$ cat src/rtl/core/dle_pkg.sv
package dle_pkg;

    localparam int TableEntriesDefault = 16;
    localparam int PayloadBytesDefault = 32;

    localparam int CfgIndexW = 3;
    localparam int CodeW = 8;

    localparam logic [7:0] EscapeReset = 8'd16;
    localparam logic [7:0] FrameStartReset = 8'd2;
    localparam logic [7:0] FrameEndReset = 8'd3;
    localparam logic [7:0] CommandStartReset = 8'd5;
    localparam logic [7:0] CommandEndReset = 8'd6;

    // Header position value that means no header has started yet.
    localparam logic [2:0] HeaderNone = 3'd4;
    localparam logic [2:0] HeaderLast = 3'd2;
    localparam logic [2:0] HeaderDone = 3'd3;

    typedef enum logic [2:0] {
        ST_OK,
        ST_NO_END,
        ST_TABLE_FULL,
        ST_DOUBLE_START,
        ST_OVERRUN,
        ST_BAD_INDEX,
        ST_NO_ENTRY,
        ST_ROOM_SMALL
    } status_t;

    typedef enum logic [CfgIndexW-1:0] {
        REG_ESCAPE,
        REG_FRAME_START,
        REG_FRAME_END,
        REG_COMMAND_START,
        REG_COMMAND_END
    } cfg_index_t;

    typedef enum logic [1:0] {
        FLD_TYPE,
        FLD_ADDR_HIGH,
        FLD_ADDR_LOW,
        FLD_PAYLOAD
    } field_t;

    typedef struct packed {
        logic [CodeW-1:0] escape;
        logic [CodeW-1:0] frame_start;
        logic [CodeW-1:0] frame_end;
        logic [CodeW-1:0] command_start;
        logic [CodeW-1:0] command_end;
    } codes_t;

endpackage

$ cat src/rtl/core/dle_cfg_regs.sv
module dle_cfg_regs (
    input  logic                            clk,
    input  logic                            rst_n,
    input  logic                            cfg_we,
    input  logic [dle_pkg::CfgIndexW-1:0]   cfg_index,
    input  logic [dle_pkg::CodeW-1:0]       cfg_data,
    output dle_pkg::codes_t                 codes
);

    dle_pkg::codes_t codes_reg;

    always_ff @(posedge clk or negedge rst_n)
    begin
        if (!rst_n)
        begin
            codes_reg.escape <= dle_pkg::EscapeReset;
            codes_reg.frame_start <= dle_pkg::FrameStartReset;
            codes_reg.frame_end <= dle_pkg::FrameEndReset;
            codes_reg.command_start <= dle_pkg::CommandStartReset;
            codes_reg.command_end <= dle_pkg::CommandEndReset;
        end
        else if (cfg_we)
        begin
            case (dle_pkg::cfg_index_t'(cfg_index))
                dle_pkg::REG_ESCAPE:        codes_reg.escape <= cfg_data;
                dle_pkg::REG_FRAME_START:   codes_reg.frame_start <= cfg_data;
                dle_pkg::REG_FRAME_END:     codes_reg.frame_end <= cfg_data;
                dle_pkg::REG_COMMAND_START: codes_reg.command_start <= cfg_data;
                dle_pkg::REG_COMMAND_END:   codes_reg.command_end <= cfg_data;
                default:
                begin
                end
            endcase
        end
    end

    assign codes = codes_reg;

endmodule

$ cat config.mk
export PLATFORM = sky130hd
export DESIGN_NAME = dle_cfg_regs
export DESIGN_NICKNAME = d
export VERILOG_FILES = /design/src/rtl/core/dle_pkg.sv /design/src/rtl/core/dle_cfg_regs.sv
export SDC_FILE = /design/constraint.sdc
export NUM_CORES = 1
export LEC_CHECK = 0
export BUFFER_PORTS_ARGS = -buffer_cell sky130_fd_sc_hd__clkbuf_2
export CAP_MARGIN = 10
export CORE_MARGIN = 2
export CORE_UTILIZATION = 25
export DETAILED_ROUTE_END_ITERATION = 6
export GPL_TIMING_DRIVEN = 0
export SLEW_MARGIN = 10
export SYNTH_ARGS = -nofsm -noshare
export SYNTH_HDL_FRONTEND = slang
export SYNTH_SLANG_ARGS = --single-unit
$ cat constraint.sdc
create_clock -name clk -period 0.8 [get_ports clk]
set_input_delay 0.16 -clock clk [delete_from_list [all_inputs] [get_ports clk]]
set_output_delay 0.16 -clock clk [all_outputs]
set_load 0.02 [all_outputs]
==> flow_summary.toml <==
[global_routing]
antenna_found_initial = 0
track_usage_pct = 11.6
grt_max_degree = 41
grt_pass1_vias = 1049
grt_overflow = 0
grt_pass1_wl_um = 5640

[synth]
synth_top_cells_by_count = "mux2_2, dfrtp_1, dfstp_2, buf_2, nor4bb_1"
netlist_instances = 88
ys.flop_type = "dfrtp_1"
synth_largest_area_cell = "dfrtp_1"
synth_most_common_cell = "mux2_2"
synth-async-reset-ratio_pct = 100
synth_top_area_share_pct = 52.0
ys_ff_latch = 40
syn_nets = 102
synthesis.area_sq_um = 1540
synth-edff-count = 0
ys_seq_area_share_pct = 65.7
synth.avg_cell_area_sq_um = 17.5
ys_types = 7
ys_warn_count = 0
synth.area.top_cells = "dfrtp_1, mux2_2, dfstp_2"

[timing]
period_share_pct = 139
tightest_slew_ns = 0.913
period_minus_slack_ns = 1.12
worst_slack_ns = -0.316
slew_violations = 0
fmax_mhz = 896
hold_viol_final = 0
clock_skew_ns = 0
setup-violations-final = 73
rsz0062_at_grt = "yes"
slew_headroom_pct = 39.1

[critical_path]
reg2reg_depth = 2
end_kind = "output pin"
path_depth = 1
critPathMaxFanout = 2
cp_num_buf_inv = 1
path_cells = "buf_8"
cp_data_arrival_time_ns = 0.96
worstSetupPathType = "reg2out"
slowest_stage = "dfstp_2"
cp_top_family = "flip-flops"
cp.required_ns = 0.64
slowest_delay_ns = 0.56
startpoint_type = "register"

[clocking]
cts_tree = "done"
clkTransAtPathRegs_ns = 0.08
postCtsHoldBufs = 0
clock_path_buffers = 2
root_buffer = "clkbuf_8"
htreeDepth = 2
cts_buffers = 5
insertion_delay_ns = 0.28
cts.sinks = 40

[layout]
post-route-util_pct = 45.4
diodes = 0
area_delta_synth_final_pct = 74.8
nets = 185
regArea_sq_um = 1010
drive_gt1_share_pct = 80.8
largest_register_ffs = 40
nFillCells = 511
multi_input_area_sq_um = 673

[power_and_ir_drop]
leakagePower_uw = 0.00128
ir_worst_vdd_v = 0.00115
power.density_nw_per_um2 = 2630

[status]
violations = "negative setup slack"
outcome = "complete, but fails checks"

[worst_hold_path]
worstHoldPathType = "in2async"

[drt]
wl_um = 3870
viasPerCell = 4.35
first_iter_violations = 51
postRouteAntennaNets = 0
dr.pass1.iters = 4
num_vias = 1075
wire_per_inst_um = 15.7
drc = 0

[die]
start_util_pct = 26.0
core_area_sq_um = 5920
io_pins = 54
die_h_um = 82.5
die_w_um = 82.5
row_count = 28
design.die.area_sq_um = 6800

[placed_design]
place_hpwl_um = 2260
portBuffers = 53
gp_congestion = 0.657
pre_cts_ws_ns = -0.774

[job]
maxCapViolCount = 0
[placed cells by master (no fill, tap or decap), drive strengths merged]
cell type  netlist  layout
nor4bb           3       3
buf              3      58
dfrtp           32      32
nor4b            1       1
nand4b           1       1
mux2            40      40
clkbuf           0      27
clkinv           0       2
dfstp            8       8
[final timing paths]
check / from / endpoint / slack (ns)
hold reg to reg: codes[11]$_DFFE_PN0P_ / codes[11]$_DFFE_PN0P_ / 0.53
min in group clk: cfg_data[1] / codes[1]$_DFFE_PN1P_ / 0.17
hold / removal: rst_n / codes[31]$_DFFE_PN0P_ / 0.01
setup reg to reg: codes[33]$_DFFE_PN0P_ / codes[33]$_DFFE_PN0P_ / -0.11
setup / recovery: codes[17]$_DFFE_PN1P_ / codes[17] / -0.32
max in group asynchronous: rst_n / codes[9]$_DFFE_PN0P_ / 0.22
[power breakdown]
group / switching, uW / internal, uW / leakage [uW]
registers: 356 / 2540 / 0.000468
logic: 1050 / 1780 / 0.000762
clock network: 667 / 688 / 0.0000510
[per-stage QoR]
stage | hold slack [ns] | power (uW) | setup TNS, ns | instances | area [sq um]
3_3_place_gp | 0.377 | 4580 | -30.88 | 216 | 2000
4_1_cts | 0.0688 | 6640 | -13.11 | 240 | 2460
5_1_grt | 0.0646 | 7470 | -14.79 | 247 | 2690
2_1_floorplan | -0.136 | 3940 | -9.65 | 88 | 1640
6_report | 0.0107 | 7080 | -12.61 | 247 | 2690
3_5_place_dp | 0.385 | 4610 | -32.24 | 216 | 2000
[cell families (layout without fill, tap and decap cells)]
logic type	after synthesis	in the layout	share of synthesized area (%)
simple gates	5	5	4.07
mux	40	40	29.3
buf+inv	3	87	0.975
flops	40	40	65.7
[metal layers]
| layer | global-route usage [%] | routed length (um) |
|---|---|---|
| met1 | 17.1 | 1900 |
| met5 | 0 | 0 |
| met4 | 4.00 | 16 |
| met3 | 3.59 | 275 |
| met2 | 15.7 | 1680 |
[cell type report]
type	count	share of cell area, %
plain buffers	3	1.12
flip-flops and latches	40	37.6
clock buffers	6	3.07
well taps	75	3.49
clock inverters	2	0.372
multi-input cells	45	25.0
repair buffers	76	29.3
[repair_timing]
action	in CTS	in global routing
resized for setup	54	79
endpoints found under the hold margin	0	0
buffers inserted	16	7
pin swaps	4	3
setup endpoints to repair	80	104
gates cloned	0	0
(Power assumes the default switching activity.)
