## src/rtl/core/dle_ram.sv

```systemverilog
module dle_ram #(
    parameter int WIDTH = 8,
    parameter int DEPTH = 16
) (
    input  logic                                   clk,
    input  logic                                   we,
    input  logic [(DEPTH > 1 ? $clog2(DEPTH) : 1)-1:0] waddr,
    input  logic [WIDTH-1:0]                       wdata,
    input  logic [(DEPTH > 1 ? $clog2(DEPTH) : 1)-1:0] raddr,
    output logic [WIDTH-1:0]                       rdata
);

    logic [WIDTH-1:0] mem [DEPTH];

    always_ff @(posedge clk)
    begin
        if (we)
        begin
            mem[waddr] <= wdata;
        end
        rdata <= mem[raddr];
    end

endmodule

```

## config.mk

```make
export PLATFORM = sky130hd
export DESIGN_NAME = dle_ram
export DESIGN_NICKNAME = d
export VERILOG_FILES = /design/src/rtl/core/dle_ram.sv
export SDC_FILE = /design/constraint.sdc
export NUM_CORES = 1
export LEC_CHECK = 0
export ABC_CLOCK_PERIOD_IN_PS = 2200
export BUFFER_PORTS_ARGS = -buffer_cell sky130_fd_sc_hd__buf_2
export CORE_AREA = 2 2 105 107
export DETAILED_ROUTE_END_ITERATION = 6
export DIE_AREA = 0 0 107 109
export GPL_TIMING_DRIVEN = 0
export PLACE_DENSITY = 0.66
export SETUP_SLACK_MARGIN = 0.3
export SYNTH_ARGS = -nofsm -noshare
export SYNTH_HDL_FRONTEND = slang
export SYNTH_SLANG_ARGS = --single-unit
```

## constraint.sdc

```tcl
create_clock -name clk -period 2.2 [get_ports clk]
set_input_delay 0.33 -clock clk [delete_from_list [all_inputs] [get_ports clk]]
set_output_delay 0.33 -clock clk [all_outputs]
set_load 0.02 [all_outputs]
```

==> results of run 1 <==
## registers in the layout, indices dropped and copies added (netlist names)
name and count:
mem 128, rdata 8
## stage by stage
stage               TNS (ns)  instances  hold WS (ns)  area [um^2]  worst slack (ns)
finish                     0        425         0.213         6070             0.430
global route               0        425         0.202         6070             0.388
CTS                        0        425         0.198         6070             0.444
detailed placement    -0.826        393         0.672         5440            -0.103
global placement       -1.26        393         0.654         5440            -0.158
floorplan                  0        229         0.429         5150             0.377
## routing by layer
layer | up-vias | track usage, % | wire length, um
li1 | 1060 | - | -
met1 | 1206 | 25.6 | 4360
met2 | 78 | 27.8 | 4640
met3 | 12 | 5.80 | 501
met4 | 0 | 6.68 | 165
met5 | - | 0 | 0
## logic make-up after synthesis
family                 Yosys count  share of synthesized area [%]
multiplexers                    32                           15.0
flip-flops                     136                           77.8
AO/OA/AOI/OAI                   16                           2.33
buffers and inverters           10                           1.68
AND/OR/NAND/NOR                 35                           3.18
## power groups by stage
| stage | clock network (mW) | logic, mW | registers, mW |
|---|---|---|---|
| after floorplan | 0 | 0.147 | 2.98 |
| after global placement | 0 | 0.287 | 2.96 |
| after detailed placement | 0 | 0.294 | 2.96 |
| after CTS | 2.98 | 0.296 | 2.91 |
| after global routing | 3.11 | 0.317 | 2.91 |
| final | 2.96 | 0.292 | 2.91 |
## synthesized netlist by cell type
library cell	number
a22oi_1	16
and2_1	1
and2b_1	1
buf_2	3
buf_4	1
buf_6	3
clkdlybuf4s25_2	3
dfxtp_1	8
edfxtp_1	128
mux4_1	14
mux4_2	18
nand2_1	9
nand2b_1	2
nand3_1	1
nand3b_1	2
nor2_1	13
nor2b_1	1
nor3_1	4
or3b_2	1
## final timing paths
check | end | cells past startpoint
setup / recovery | mem[0][4]$_DFFE_PP_ | 3
hold / removal | mem[6][6]$_DFFE_PP_ | 1
setup reg to reg | rdata[7]$_DFF_P_ | 3
hold reg to reg | rdata[1]$_DFF_P_ | 3
## layout make-up
class                           instances  share of cell area (%)
Buffer                                 10                    1.42
Clock buffer                           24                    8.08
Clock inverter                          8                    2.31
Multi-Input combinational cell         83                    17.4
Sequential cell                       136                    65.9
Tap cell                              140                    2.88
Timing Repair Buffer                   24                    1.98
==> results by group, run 1 <==
Outcome
  – Status: finished, final reports clean

Synth
  – Post-Syn Nets: 247
  – Cell taking the most area after synthesis: edfxtp_1
  – Biggest area contributors in the synthesized netlist: edfxtp_1 (75%), mux4_2 (7.9%), mux4_1 (7.1%), dfxtp_1 (3.1%), a22oi_1 (2.3%)
  – Synthesized cell area: between 5000 and 6000 um^2
  – Mapped Cells: around 230
  – Netlist cell types: 19
  – Synthesized flop and latch total: roughly 140
  – Post-Syn Area per Cell: ~22 um^2
  – Sequential element share of the synthesized area: between 70 and 80%
  – Yosys top cell area share: between 70% and 80%
  – Yosys synthesis warning count: 0

Clock tree
  – Reg clk slew, reported paths: around 0.060 ns
  – CTS Hold Bufs: 0
  – Post-CTS Resized: 0
  – CTS Buf Count: 17
  – H-tree depth: 4
  – Setup bufs post-CTS: 0
  – CTS tree: yes
  – CTS sink cnt: ~140
  – Worst-Skew Late Latency: about 0.52 ns
  – CTS max path bufs: 2
  – Root Buffer: clkbuf_8

Timing
  – Clock skew: ~0.0048 ns
  – Slew @ Worst Pin: about 1.3 ns
  – RSZ-0062 raised after global routing: no
  – Max Clock Freq: 565 MHz
  – Max Slew Vio Count: 0
  – Slew HR: approximately 15%
  – Final setup fails: 0
  – Final min period: about 1.8 ns
  – Hold Vio Cnt, Final: 0
  – Fin crit share: roughly four fifths

Final layout
  – Most common cell after layout, fill and taps aside: edfxtp_1
  – Multi-input gate area: around 1100 um^2
  – # diodes: 0
  – Nets: 290
  – Area growth syn-to-layout: 18.0%
  – Seq. cell area: around 4000 um^2
  – # fillers: 787
  – Commonest cells after routing, fill and taps aside: edfxtp_1 (128), buf_2 (27), mux4_2 (18), a22oi_1 (16), clkbuf_16 (16)
  – Share of layout cells above drive strength 1: between 20% and 30%
  – Final Util: a little under three fifths

Placement
  – Detailed placement HPWL: approximately 6 mm
  – GP Congestion: about 0.70
  – Port Buf Inserts: 24

Drt
  – TritonRoute pass-1 iters: 4
  – Routed length per placed instance: roughly 23 um
  – Vias/cell: 5.54
  – Iteration-0 DRC Markers: roughly 150
  – Total number of vias: 2356
  – ANT nets after route: 0
  – Drt drc: 0
  – Routed wire length: between 9 and 10 mm

Critical path
  – Critical path cell sequence: buf_2, or3b_2, nor3_1
  – Crit Path Class: in2reg
  – CP bufs+invs: 1
  – Critical-path maximum fanout: 8
  – Reg2reg setup slack: around 0.80 ns
  – Setup crit start: waddr[2]
  – CP max-delay cell: nor3_1
  – WP data required: 2.33 ns
  – R2R Path Start: mem[3][7]$_DFFE_PP_
  – Family with the most delay on the worst path: simple AND/OR/NAND/NOR gates
  – Worst stage delay on the critical path: just over 0.9 ns
  – CP arrival: around 1.9 ns
  – CP Launch Type: primary input
  – CP endpoint kind: flip-flop

Pwr
  – Clock Power Share: 48.1%
  – Psw: 1.17 mW
  – Logic pwr share: 4.7%
  – Flop pwr share: a little under half
  – Pwr Total: ~6.2 mW
  – Pwr Density: approximately 1000 nW/um^2
  – Sw frac: about a fifth
  – Worst vdd ir: between 0.5 and 0.6 mV
  – Lkg Pwr: between 2 and 2.5 nW
  – Internal power: around 5 mW

Die
  – Initial core utilization: between 40% and 50%
  – Placement Rows: 38
  – Io pins: 26
  – Die area: between 10000 and 15000 um^2
  – Die height: 109 um
  – Chip Width: between 100 and 150 um
  – Core area: about 11000 um^2

GRT
  – Gr usage total: a little under a fifth
  – Remaining global-route overflow: 0
  – Largest net degree at the start of global routing: 17
  – Wire length of the first global-routing pass: 14.3 mm
  – Number of global-route vias before repair: about 2300
  – Initial antenna violation count: 0

Hold path
  – Min-delay worst type: in2reg
  – Min-Delay Startpoint: wdata[6]

Flow run
  – # Max-Cap Violations: 0
Note: power is estimated with default switching activity, not from simulation.
==> inputs of run 2 (changes only) <==
- ABC_AREA: default -> 1
- ABC_CLOCK_PERIOD_IN_PS: 2200 -> 1860
- CORE_AREA: 2 2 105 107 -> 2 2 111 113
- DIE_AREA: 0 0 107 109 -> 0 0 113 115
- clock period: 2.2 -> 1.86 ns (I/O delays scaled with it)
==> run 2 against run 1 <==
  * The flow now finishes with violations (DRC)
  * Non-clock buffer count up 12
  * Core utilization down 0.80 points
  * Sequential cell count unchanged
  * Area after synthesis up 12%
  * Clock skew up 0.0055 ns
  * First-iteration DRC count rose to 2.6 times the previous value
  * Combinational power up 59%
  * Sequential power up 18%
  * Routed wire length up 38%
  * Register-to-register slack worse by 0.02 ns
  * Critical path type unchanged
  * Critical endpoint is now mem[13][3]$_DFFE_PP_
==> results by group, run 2 <==
Pwr
  – Internal power: about 5.8 mW
  – Clock Power Share: between 40 and 50%
  – Logic pwr share: around 6.3%
  – Worst vdd ir: around 0.54 mV
  – Pwr Density: between 1000 and 1500 nW/um^2
  – Sw frac: 21.4%
  – Flop pwr share: 46.8%
  – Pwr Total: 7.36 mW
  – Lkg Pwr: 2.90 nW
  – Psw: approximately 1.6 mW

Final layout
  – Final Util: between 50% and 60%
  – Share of layout cells above drive strength 1: between 10% and 20%
  – # diodes: 0
  – Multi-input gate area: about 1200 um^2
  – Commonest cells after routing, fill and taps aside: nand2_1 (173), edfxtp_1 (128), inv_1 (100), nand3_1 (97), buf_2 (35)
  – # fillers: 1017
  – Most common cell after layout, fill and taps aside: nand2_1
  – Largest registers: mem: 128 flops, rdata: 8 flops
  – Nets: 610
  – Max reg flops: approximately 130
  – Reg with most FFs: mem
  – Seq. cell area: about 4000 um^2
  – Area growth syn-to-layout: 15.7%

Timing
  – Slew @ Worst Pin: roughly 0.95 ns
  – Slew HR: a little over a third
  – Total Neg Setup Slack: 0 ns
  – Fin crit share: between 70% and 80%
  – Max Slew Vio Count: 0
  – Final setup fails: 0
  – Max Clock Freq: 741 MHz
  – Final min period: around 1.3 ns
  – Clock skew: between 0.01 and 0.015 ns
  – RSZ-0062 raised after global routing: no
  – Hold Vio Cnt, Final: 0

Drt
  – Metal-1 WL: ~6.1 mm
  – Met2 WL: between 6 and 7 mm
  – ANT nets after route: 0
  – Vias/cell: 5.14
  – Drt drc: 1
  – WL met3: between 1 and 1.5 mm
  – Total number of vias: 3867
  – Routed length per placed instance: between 15 and 20 um
  – TritonRoute pass-1 iters: 7
  – Routed wire length: ~13 mm
  – Iteration-0 DRC Markers: between 400 and 500
  – Top layer used by detailed routing: met4

Clock tree
  – Worst-Skew Late Latency: 0.42 ns
  – H-tree depth: 4
  – CTS Buf Count: 17
  – CTS Hold Bufs: 0
  – Post-CTS Resized: 0
  – CTS sink cnt: roughly 140
  – CTS tree: yes
  – Root Buffer: clkbuf_16
  – CTS max path bufs: 2
  – Reg clk slew, reported paths: 0.06 ns
  – Setup bufs post-CTS: 0

Die
  – Die area: around 13000 um^2
  – Core area: 11800 um^2
  – Io pins: 26
  – Die height: 115 um
  – Initial core utilization: about half
  – Placement Rows: 40
  – Chip Width: about 110 um

Critical path
  – CP Launch Type: primary input
  – WP data required: 1.89 ns
  – Crit Path Class: in2reg
  – CP arrival: about 1.4 ns
  – CP endpoint kind: flip-flop
  – Critical-path maximum fanout: 8

Synth
  – Commonest cells post-synth: nand2_1 (173), edfxtp_1 (128), inv_1 (100), nand3_1 (97), nor2_1 (17)
  – Post-Syn Area per Cell: 10.5 um^2
  – Count leader, synth: nand2_1
  – EDFF count, synth: 128
  – Ys flop type: edfxtp_1
  – Post-Syn Nets: between 500 and 600
  – Biggest area contributors in the synthesized netlist: edfxtp_1 (67%), nand2_1 (11%), nand3_1 (8.4%), inv_1 (6.5%), dfxtp_1 (2.8%)
  – Sequential element share of the synthesized area: between 60 and 70%
  – Yosys synthesis warning count: 0
  – Cell taking the most area after synthesis: edfxtp_1
  – Yosys top cell area share: roughly two thirds
  – Mapped Cells: ~550
  – Synthesized cell area: 5770 um^2
  – Netlist cell types: 12
  – Async SR Flop Fraction: 0%
  – Synthesized flop and latch total: 136

Outcome
  – Violated checks: DRC
  – Status: finished, violations left

GRT
  – Gr usage total: 21.8%
  – Initial antenna violation count: 0
  – Remaining global-route overflow: 0
  – Largest net degree at the start of global routing: 17
  – Wire length of the first global-routing pass: roughly 20 mm
  – Number of global-route vias before repair: around 3600

Placement
  – Detailed placement HPWL: between 8 and 9 mm
  – GP Congestion: around 0.87
  – Port Buf Inserts: 22

Flow run
  – # Max-Cap Violations: 0

Hold path
  – Min-delay worst type: in2reg
-- run 2: cell count changes after synthesis, moves of 4 or more --
cell     delta
buf_2      +10
nand2_1   +164
mux4_1     -14
mux4_2     -18
inv_1     +100
nand3_1    +96
nor2_1      +4
nor3_1      -4
a22oi_1    -16
-- run 2: power by group through the flow --
stage	sequential [mW]	clock, mW	combinational, mW
after floorplan	3.53	0	0.242
after global placement	3.50	0	0.453
after detailed placement	3.51	0	0.457
after CTS	3.44	3.47	0.460
after global routing	3.45	3.59	0.508
final	3.44	3.45	0.463
-- run 2: area by class of cell --
cell class | instances | share of cell area [%]
plain buffers | 24 | 2.49
clock buffers | 18 | 6.43
clock inverters | 14 | 2.72
inverters | 102 | 5.74
multi-input cells | 289 | 18.2
flip-flops and latches | 136 | 60.0
well taps | 147 | 2.76
repair buffers | 22 | 1.65
-- run 2: path summary, 6_finish.rpt --
check / startpoint / endpoint / slack, ns / cells after the start
max: waddr[1] / mem[13][3]$_DFFE_PP_ / 0.51 / 4
min reg2reg: mem[2][2]$_DFFE_PP_ / rdata[2]$_DFF_P_ / 0.71 / 6
max reg2reg: mem[7][0]$_DFFE_PP_ / rdata[0]$_DFF_P_ / 0.78 / 6
min: wdata[5] / mem[3][5]$_DFFE_PP_ / 0.28 / 1
-- run 2: routing by layer --
metal,vias to the layer above,GRT usage [%]
li1,1860,-
met1,1827,31.4
met2,163,33.7
met3,17,5.11
met4,0,6.26
met5,-,0
-- run 2: per-stage QoR --
step	std cells	worst slack (ns)	hold slack, ns	cell area, um^2
finish	752	0.510	0.281	6670
global route	752	0.493	0.281	6670
CTS	752	0.532	0.280	6670
detailed placement	720	0.108	0.695	6060
global placement	720	0.124	0.695	6060
floorplan	551	0.630	0.378	5770
-- run 2: cell families after synthesis --
group / count (synthesis) / share of synthesized area, %
and+or+nand+nor: 289 / 21.0
buffers and inverters: 126 / 9.52
DFF: 136 / 69.4
-- run 2: critical path, cell delays in order --
cell,delay (ns)
buf_2,0.11
inv_1,0.07
nand2_1,0.15
nor2_1,0.77
==> inputs of run 3 (changes only) <==
- ABC_CLOCK_PERIOD_IN_PS: 1860 -> 1100
- PLACE_DENSITY: 0.66 -> 0.68
- clock period: 1.86 -> 1.1 ns (I/O delays scaled with it)
==> run 3 against run 2 <==
  * The flow still finishes with violations (DRC)
  * Cell area is 13% higher
  * Critical endpoint is now rdata[4]
  * Via count is 5.6% higher
  * Sequential cell count stayed put
  * Largest cell class unchanged
==> results by group, run 3 (same netlist as run 2, synthesis figures left out) <==
Outcome
  – Status: finished, violations left
  – Violated checks: DRC

Drt
  – ANT nets after route: 0
  – TritonRoute pass-1 iters: 7
  – Routed wire length: 14.3 mm
  – Iteration-0 DRC Markers: around 350
  – Drt drc: 1
  – Total number of vias: 4082
  – Vias/cell: around 5.3
  – Routed length per placed instance: around 19 um

Timing
  – Slew @ Worst Pin: slightly below 0.4 ns
  – Hold Vio Cnt, Final: 0
  – Max Clock Freq: 974 MHz
  – Final setup fails: 0
  – Total Neg Setup Slack: 0 ns
  – Clock skew: around 0.0063 ns
  – Final min period: between 1 and 1.5 ns
  – Fin Hold WS: around 0.13 ns
  – RSZ-0062 raised after global routing: yes
  – Slew HR: 73.5%
  – Fin crit share: 93.3%
  – Max Slew Vio Count: 0

Final layout
  – Share of layout cells above drive strength 1: 33.1%
  – # diodes: 0
  – # fillers: roughly 850
  – Final Instance Count excl. Fillers: roughly 760
  – Area growth syn-to-layout: 30.2%
  – Most common cell after layout, fill and taps aside: nand2_1
  – Max reg flops: around 130
  – Final Util: between 60% and 70%
  – Reg with most FFs: mem
  – Nets: 621
  – Largest registers: mem: 128 flops, rdata: 8 flops
  – Commonest cells after routing, fill and taps aside: nand2_1 (141), edfxtp_1 (128), inv_1 (96), nand3_2 (51), nand3_1 (45)

Clock tree
  – CTS max path bufs: 2
  – CTS sink cnt: 136
  – Worst-Skew Late Latency: approximately 0.43 ns
  – CTS tree: yes
  – Root Buffer: clkbuf_16
  – CTS Buf Count: 17
  – Reg clk slew, reported paths: roughly 0.060 ns
  – H-tree depth: 4
  – CTS Hold Bufs: 0

Critical path
  – CP endpoint kind: primary output
  – Critical-path maximum fanout: 1
  – Family with the most delay on the worst path: flip-flops
  – Crit Path Class: reg2out
  – WP data required: around 0.94 ns
  – R2R depth: 6
  – CP arrival: between 0.8 and 0.9 ns
  – R2r endpoint: rdata[6]$_DFF_P_
  – Setup crit start: rdata[4]$_DFF_P_
  – Reg2reg setup slack: 0.15 ns
  – CP bufs+invs: 1
  – Worst stage delay on the critical path: 0.32 ns
  – Critical path cell sequence: buf_6
  – CP Launch Type: flip-flop
  – Crit path depth: 1
  – CP endpoint: rdata[4]
  – R2R Path Start: mem[6][6]$_DFFE_PP_
  – CP max-delay cell: dfxtp_2

Die
  – Placement Rows: 40
  – Core area: ~12000 um^2
  – Io pins: 26
  – Initial core utilization: just under 50%
  – Die height: ~120 um
  – Chip Width: 113 um
  – Die area: about 13000 um^2

Pwr
  – Pwr Density: ~1700 nW/um^2
  – Worst vdd ir: 0.873 mV
  – Lkg Pwr: around 3.2 nW

GRT
  – Largest net degree at the start of global routing: 17
  – Number of global-route vias before repair: about 3900
  – Remaining global-route overflow: 0
  – Gr usage total: ~23%
  – Wire length of the first global-routing pass: roughly 21 mm
  – Initial antenna violation count: 0

Placement
  – GP Congestion: between 0.8 and 0.9
  – Detailed placement HPWL: 8.89 mm
  – Inst Count DP: between 700 and 800
  – Port Buf Inserts: 22

Flow run
  – # Max-Cap Violations: 0

Hold path
  – Min-delay worst type: in2reg
run 3: area by class of cell:
| class | instances | area [um^2] | area share [%] |
|---|---|---|---|
| Sequential cell | 136 | 4010 | 53.5 |
| Multi-Input combinational cell | 289 | 1710 | 22.8 |
| Clock inverter | 15 | 203 | 2.70 |
| Inverter | 102 | 395 | 5.27 |
| Clock buffer | 17 | 425 | 5.67 |
| Buffer | 24 | 250 | 3.33 |
| Timing Repair Buffer | 33 | 328 | 4.37 |
| Tap cell | 147 | 184 | 2.45 |
run 3: routing by layer:
layer	vias up	share of wire [%]	GRT usage (%)
li1	1886	-	-
met1	1937	40	30.9
met2	222	48	36.7
met3	37	8.9	4.53
met4	0	2.8	11.3
met5	-	0	0
run 3: metrics by stage:
step / area [um^2] / worst slack [ns] / power (mW)
2_1_floorplan: 6030 / 0.0614 / 6.46
3_3_place_gp: 6320 / -0.464 / 6.79
3_5_place_dp: 6320 / -0.478 / 6.81
4_1_cts: 7340 / 0.0660 / 12.8
5_1_grt: 7510 / 0.0499 / 13.2
6_report: 7510 / 0.0735 / 12.9
run 3: worst min path at each step:
stage          startpoint                  end  depth (start not counted)
4_1_cts          raddr[3]     rdata[6]$_DFF_P_                          3
5_1_grt          raddr[3]     rdata[6]$_DFF_P_                          3
2_1_floorplan    wdata[0]  mem[0][0]$_DFFE_PP_                          0
6_report         raddr[3]     rdata[6]$_DFF_P_                          3
3_5_place_dp     raddr[3]     rdata[4]$_DFF_P_                          3
3_3_place_gp     raddr[3]     rdata[4]$_DFF_P_                          3
run 3: repair_timing:
action / CTS / global route
endpoints found under the setup margin: 80 / 32
endpoints found under the hold margin: 0 / 0
buffers inserted: 11 / 0
pin swaps: 42 / 34
resized for setup: 61 / 42
run 3: power breakdown:
| group | internal, mW | leakage [nW] | total, mW | switching (mW) |
|---|---|---|---|---|
| clock | 3.79 | 0.303 | 5.96 | 2.16 |
| combinational | 0.372 | 1.65 | 1.06 | 0.691 |
| sequential | 5.80 | 1.22 | 5.84 | 0.0389 |
| total | 9.97 | 3.17 | 12.9 | 2.89 |
